[config.mk]
export PLATFORM = sky130hd
export DESIGN_NAME = sca_ring
export DESIGN_NICKNAME = d
export VERILOG_FILES = /design/src/rtl/sca_pkg.sv /design/src/rtl/sca_ring.sv
export SDC_FILE = /design/constraint.sdc
export NUM_CORES = 2
export LEC_CHECK = 0
export BUFFER_PORTS_ARGS = -buffer_cell sky130_fd_sc_hd__buf_4
export CAP_MARGIN = 20
export CORE_MARGIN = 1.5
export CORE_UTILIZATION = 55
export CTS_CLUSTER_DIAMETER = 40
export DETAILED_ROUTE_END_ITERATION = 16
export PLACE_DENSITY = 0.78
export RECOVER_POWER = 50
export SLEW_MARGIN = 20
export SYNTH_ARGS = -nofsm -noshare
export SYNTH_HDL_FRONTEND = slang
export SYNTH_SLANG_ARGS = --single-unit
[constraint.sdc]
create_clock -name clk -period 3.7 [get_ports clk]
set_clock_uncertainty 0.1 [all_clocks]
set_input_delay 0.37 -clock clk [delete_from_list [all_inputs] [get_ports clk]]
set_output_delay 0.37 -clock clk [all_outputs]
set_load 0.03 [all_outputs]
[src/rtl/sca_pkg.sv]
// Shared types, outcome codes and the scan-code set 1 lookup for the
// scan-code to ASCII ring buffer. No dependencies.
package sca_pkg;

    localparam int SCAN_W = 8;
    localparam int CHAR_W = 7;

    // Result codes reported with every word.
    typedef enum logic [2:0] {
        OUT_STORED     = 3'd0,
        OUT_IGNORED    = 3'd1,
        OUT_DROPPED    = 3'd2,
        OUT_READ_OK    = 3'd3,
        OUT_READ_EMPTY = 3'd4
    } outcome_t;

    // Commands from the decode logic to the ring.
    typedef struct packed {
        logic              push;
        logic              pop;
        logic [CHAR_W-1:0] wdata;
    } ring_cmd_t;

    // Status from the ring back to the decode logic.
    typedef struct packed {
        logic empty;
        logic full;
    } ring_stat_t;

    // US scan-code set 1 make codes to ASCII. Zero means no mapping, which
    // also covers scan code zero, release codes and codes above 90.
    function automatic logic [CHAR_W-1:0] sca_keymap(input logic [SCAN_W-1:0] code);
        logic [CHAR_W-1:0] ch;
        case (code)
            8'd1:    ch = 7'h1B;
            8'd2:    ch = 7'h31;
            8'd3:    ch = 7'h32;
            8'd4:    ch = 7'h33;
            8'd5:    ch = 7'h34;
            8'd6:    ch = 7'h35;
            8'd7:    ch = 7'h36;
            8'd8:    ch = 7'h37;
            8'd9:    ch = 7'h38;
            8'd10:   ch = 7'h39;
            8'd11:   ch = 7'h30;
            8'd12:   ch = 7'h2D;
            8'd13:   ch = 7'h3D;
            8'd14:   ch = 7'h08;
            8'd15:   ch = 7'h09;
            8'd16:   ch = 7'h71;
            8'd17:   ch = 7'h77;
            8'd18:   ch = 7'h65;
            8'd19:   ch = 7'h72;
            8'd20:   ch = 7'h74;
            8'd21:   ch = 7'h79;
            8'd22:   ch = 7'h75;
            8'd23:   ch = 7'h69;
            8'd24:   ch = 7'h6F;
            8'd25:   ch = 7'h70;
            8'd26:   ch = 7'h5B;
            8'd27:   ch = 7'h5D;
            8'd28:   ch = 7'h0A;
            8'd30:   ch = 7'h61;
            8'd31:   ch = 7'h73;
            8'd32:   ch = 7'h64;
            8'd33:   ch = 7'h66;
            8'd34:   ch = 7'h67;
            8'd35:   ch = 7'h68;
            8'd36:   ch = 7'h6A;
            8'd37:   ch = 7'h6B;
            8'd38:   ch = 7'h6C;
            8'd39:   ch = 7'h3B;
            8'd40:   ch = 7'h27;
            8'd41:   ch = 7'h60;
            8'd43:   ch = 7'h5C;
            8'd44:   ch = 7'h7A;
            8'd45:   ch = 7'h78;
            8'd46:   ch = 7'h63;
            8'd47:   ch = 7'h76;
            8'd48:   ch = 7'h62;
            8'd49:   ch = 7'h6E;
            8'd50:   ch = 7'h6D;
            8'd51:   ch = 7'h2C;
            8'd52:   ch = 7'h2E;
            8'd53:   ch = 7'h2F;
            8'd55:   ch = 7'h2A;
            8'd57:   ch = 7'h20;
            8'd74:   ch = 7'h2D;
            8'd78:   ch = 7'h2B;
            default: ch = '0;
        endcase
        return ch;
    endfunction

endpackage

[src/rtl/sca_ring.sv]
// Character ring buffer: memory, read and write pointers, full/empty status.
// Depends on sca_pkg for the command and status structs.
module sca_ring
    import sca_pkg::*;
#(
    parameter int RING_DEPTH = 256
) (
    input  logic              clk,
    input  logic              rst_n,
    input  ring_cmd_t         cmd,
    output ring_stat_t        stat,
    output logic [CHAR_W-1:0] rdata
);

    localparam int PTR_W = $clog2(RING_DEPTH);
    localparam logic [PTR_W-1:0] PTR_LAST = PTR_W'(RING_DEPTH - 1);

    logic [CHAR_W-1:0] mem [RING_DEPTH];
    logic [PTR_W-1:0]  wr_ptr_reg;
    logic [PTR_W-1:0]  rd_ptr_reg;
    logic [PTR_W-1:0]  wr_ptr_next;
    logic [PTR_W-1:0]  rd_ptr_next;
    logic [CHAR_W-1:0] rdata_reg;

    // Pointer advance wraps from the last slot back to zero.
    always_comb
    begin
        wr_ptr_next = (wr_ptr_reg == PTR_LAST) ? '0 : wr_ptr_reg + 1'b1;
        rd_ptr_next = (rd_ptr_reg == PTR_LAST) ? '0 : rd_ptr_reg + 1'b1;
    end

    // One slot is always left free, so equal pointers mean empty.
    assign stat.empty = (wr_ptr_reg == rd_ptr_reg);
    assign stat.full  = (wr_ptr_next == rd_ptr_reg);
    assign rdata      = rdata_reg;

    // Pointer registers.
    always_ff @(posedge clk or negedge rst_n)
    begin
        if (!rst_n)
        begin
            wr_ptr_reg <= '0;
            rd_ptr_reg <= '0;
        end
        else
        begin
            if (cmd.push)
            begin
                wr_ptr_reg <= wr_ptr_next;
            end
            if (cmd.pop)
            begin
                rd_ptr_reg <= rd_ptr_next;
            end
        end
    end

    // Storage with a registered read port; a pop never hits the slot being
    // written because the ring is not empty.
    always_ff @(posedge clk)
    begin
        if (cmd.push)
        begin
            mem[wr_ptr_reg] <= cmd.wdata;
        end
        if (cmd.pop)
        begin
            rdata_reg <= mem[rd_ptr_reg];
        end
    end

endmodule

# == Word level (Yosys, flattened, before mapping) ==
# Memories as Yosys holds them, arrays and structs flattened. A register that Yosys moved wholly into a read port is not among the register bits.
# Cells that the tools add are included.
# word_totals
register_bits,16
mem_bits_rw,1792
in_bits,11
out_inout_bits,9
memories,1
# classes
n_addsub,2
eq_ne,4
muxes,4
# memory_table
name,words,width,read_ports,rd_clocked_by_memory_dff,wr,line,source
mem,256,7,1,1,1,sca_ring.sv:18,logic [CHAR_W-1:0] mem [RING_DEPTH];
# op_table
op,n
$add 8x1->8 const B,2
$eq 8x8->1,2
$eq 8x8->1 const B,2
$mux 8,2
$mux 1,2

# == Longest topological paths before layout ==
# depth
depth_word,3
mapped_depth,12
ltp_nobuf,7

# == Worst setup path before layout ==
# No wires, ideal clock.
# synth_timing
kind,reg-to-output
startpoint,register wr_ptr_reg[0]
endpoint,output port stat[0] in the netlist's numbering
arrival_ps,2932
required_time_ps,3230
setup_slack_ps,298
stages_incl_launch_ff,9
path_buffers,1
path_cell_list,dfrtp_1 ha_1 clkbuf_1 nand3_1 nor2_1 nor2_1 xnor2_1 or4_1 nor4_1
# synth_lines
item,line,source
start: declaration,sca_ring.sv:19,logic [PTR_W-1:0] wr_ptr_reg;
start signal: assignment,sca_ring.sv:49,wr_ptr_reg <= wr_ptr_next;
end: declaration,sca_ring.sv:11,"output ring_stat_t stat,"

==> results.md <==
* Status: complete, but fails checks
* Violated checks: capacitance limit, slew limit, setup timing
* Power per cell area at 683 nW/um^2
* Mapped cell area at 71,200 sq um
* Grt ovf at 0
* Core area at 128,000 sq um
* Slew @ Worst Pin at 3.90 ns
* Syn Inst Count at 3,531
* Routed wire length at 187,000 um
* Drt via density at 6.78
* Highest Clock Rate at 0.263 GHz
* Worst skew pair latency at 0.82 ns
* Vias in the first global route at 37,400
* Flops & latches, synth at 1,815
* Initial antenna violation count at 10
* Initial Util at 55.6%
* Post-Place Cells at 5,296
* Fraction of registers with async set/reset at 0.882%
* Period utilization at 103%
* CP endpoint kind: flop
* Sequential fraction of the synthesis area at 76.4%
* Non-Filler Instances at 5,640
* Placed inst area at 74,600 sq um
* Critical path arrival at 4.23 ns
* Slowest stage delay, CP at 0.73 ns
* CP Buf/Inv Count at 3
* Max-Cap Viols at 11
* Number of enable flip-flop cells after synthesis at 1,799
* H-tree levels at 4
* TritonRoute pass-1 iters at 7
* RePlAce Congestion at 0.909
* Mapped Avg Cell Area at 20.2 sq um
* # nets final at 3,779
* Peak fanout along the critical path at 16
* Setup Crit Path Kind: flop to flop
* Critical Path RT at 4.13 ns
* DR WL/cell at 33.1 um
* CP Launch Type: flop
* Hold Slack at 0.499 ns
* VDD IR max at 625 uV
* Synth unique cells at 70
* Most used cell, CP: a211oi_1
* I/O pin count at 20
* Die area at 132,000 sq um
* CTS tree: yes
* Area grow syn2layout at 12.9%
* Max reg flops at 1,792
* Die height at 363 um
* Crit path max-delay family: compound AO/OA/AOI/OAI gates
* Sink Count at 1,815
* Slew Viols, Final at 994
* Clock Path Buffers at 3
* CTS clk-pin slew, worst paths at 0.07 ns
* GRT Util Overall at 28.5%
* TNS Setup at -0.122 ns
* Port Buf Inserts at 19
* Final hold viol count at 0
* CP cell instances: buf_4, buf_12, buf_4, nand3b_1, o22ai_1, a211oi_1, a211oi_1, o22ai_1, a211oi_1
* Fin worst setup slack at -0.0955 ns
* Worst slew margin at -160%
* Endpoints failing setup at 2
* Width of the die at 363 um
* Largest net degree at the start of global routing at 136
* Syn_nets at 3,547
* Most common flop cell mapped by yosys: edfxtp_1
* First-pass GRT wire length at 268,000 um
* Fraction of layout cells with a size suffix above 1 at 23.8%
* Worst path slowest cell: a211oi_1
* Hpwl dp at 114,000 um
* Starting DRT DRC Count at 6,414
* Worst Hold Class: flop to flop
* Row cnt at 131
* Detail Route Antenna Nets at 0
* DRC at 0
* Final Cell Area at 80,400 sq um
* Synth Warn # at 0
* Num CTS Buffers at 177
* Root Driver: clkbuf_16
* Routed vias at 38,300
* Pleak at 25.4 nW
* Min cycle time layout at 3.80 ns
## worst register-to-register path: cells and delay by family, from the launching register on
family | cells | cell delay [ns]
AOI/OAI and AO/OA | 5 | 1.78
buffers and inverters | 3 | 0.70
DFF | 1 | 0.52
and+or+nand+nor | 1 | 0.42
## per-stage QoR
stage	total power, mW	setup slack (ns)	utilization, %
global placement	36.8	0.139	58.3
floorplan	31.2	0.298	-
detailed placement	36.9	0.120	58.3
CTS	54.4	-0.0317	62.8
finish	54.9	-0.0955	62.8
global route	55.9	-0.00513	62.8
## synth_stat cells (all sizes together), types with 8 or more instances
master / count / area share, %
nor2: 285 / 1.5
edfxtp: 1799 / 76
a31oi: 14 / 0.12
a22o: 18 / 0.22
o21ai: 36 / 0.25
o211ai: 16 / 0.17
nand2b: 10 / 0.088
o22ai: 12 / 0.11
a221oi: 44 / 0.54
mux2: 23 / 0.36
a21oi: 44 / 0.31
o221ai: 18 / 0.22
mux4: 364 / 12
buf: 130 / 1.3
nand3: 46 / 0.32
xnor2: 20 / 0.25
mux2i: 186 / 2.6
nand4: 8 / 0.070
dfrtp: 16 / 0.56
nand2: 105 / 0.55
a211oi: 25 / 0.26
nor3: 17 / 0.12
nor2b: 15 / 0.13
a22oi: 85 / 0.90
clkbuf: 98 / 0.52
## final timing paths
| path | depth (start not counted) | slack (ns) | from | end |
|---|---|---|---|---|
| max reg2reg | 9 | -0.1 | rd_ptr_reg[0] | rdata[5] |
| max | 9 | -0.1 | rd_ptr_reg[0] | rdata[5] |
| max in group asynchronous | 3 | 2.10 | rst_n | rd_ptr_reg[3] |
| min reg2reg | 1 | 0.50 | wr_ptr_reg[6] | wr_ptr_reg[6] |
| min | 1 | 0.50 | wr_ptr_reg[6] | wr_ptr_reg[6] |
| min in group asynchronous | 3 | 0.79 | rst_n | wr_ptr_reg[3] |
## report_power, final
group,switching (mW),internal (mW)
Clock,7.73,9.93
Sequential,0.437,22.9
Combinational,8.70,5.20
## repair_timing
item                                    CTS  global route
gates resized for setup                  15             5
cloned                                    1             1
pin swaps                                 0             2
setup buffers                             6             5
hold buffers                              4             0
endpoints found under the setup margin    1             4
endpoints found under the hold margin    34             0
## cell families (layout without fill, tap and decap cells)
family	Yosys count	in the layout	share of synthesized area, %
AOI/OAI and AO/OA	365	365	3.77
xor gates and xnor gates	24	24	0.295
adders and majority gates	5	5	0.0879
buffers and inverters	237	609	1.87
DFF	1815	1815	76.4
muxes	573	573	14.5
other	0	8	0
and+or+nand+nor	512	512	3.05
## layout by cell type, fill, tap and decap left out, types with 15 or more instances in the layout
cell       count
edfxtp_1    1799
mux4_2       361
nor2_1       282
buf_4        209
mux2i_1      186
clkbuf_16    179
nand2_1      105
a22oi_1       85
nand3_1       46
clkbuf_1      45
a21oi_1       44
a221oi_1      44
clkinv_1      37
o21ai_0       35
buf_12        32
a211oi_1      24
mux2_2        23
clkinv_2      21
xnor2_1       19
o221ai_1      18
a22o_1        18
nor3_1        17
clkbuf_2      17
o211ai_1      16
bufinv_16     15
## final cells by class
class	instances	area, sq um
clock inverter	107	1040
tap	1729	2160
antenna	8	20.0
timing repair buffer	281	2540
inverter	9	35.0
clock buffer	212	4580
sequential	1815	54400
fill	8226	47700
multi-input combinational	1479	15500
## metal layers
metal	GRT usage [%]	vias to the layer above	part of all wire, %
met1	39.9	19600	35
li1	-	15100	-
met5	0	-	0.035
met3	7.99	527	14
met2	42.9	3091	46
met4	11.5	8	4.6
Note: power is estimated with default switching activity, not from simulation.
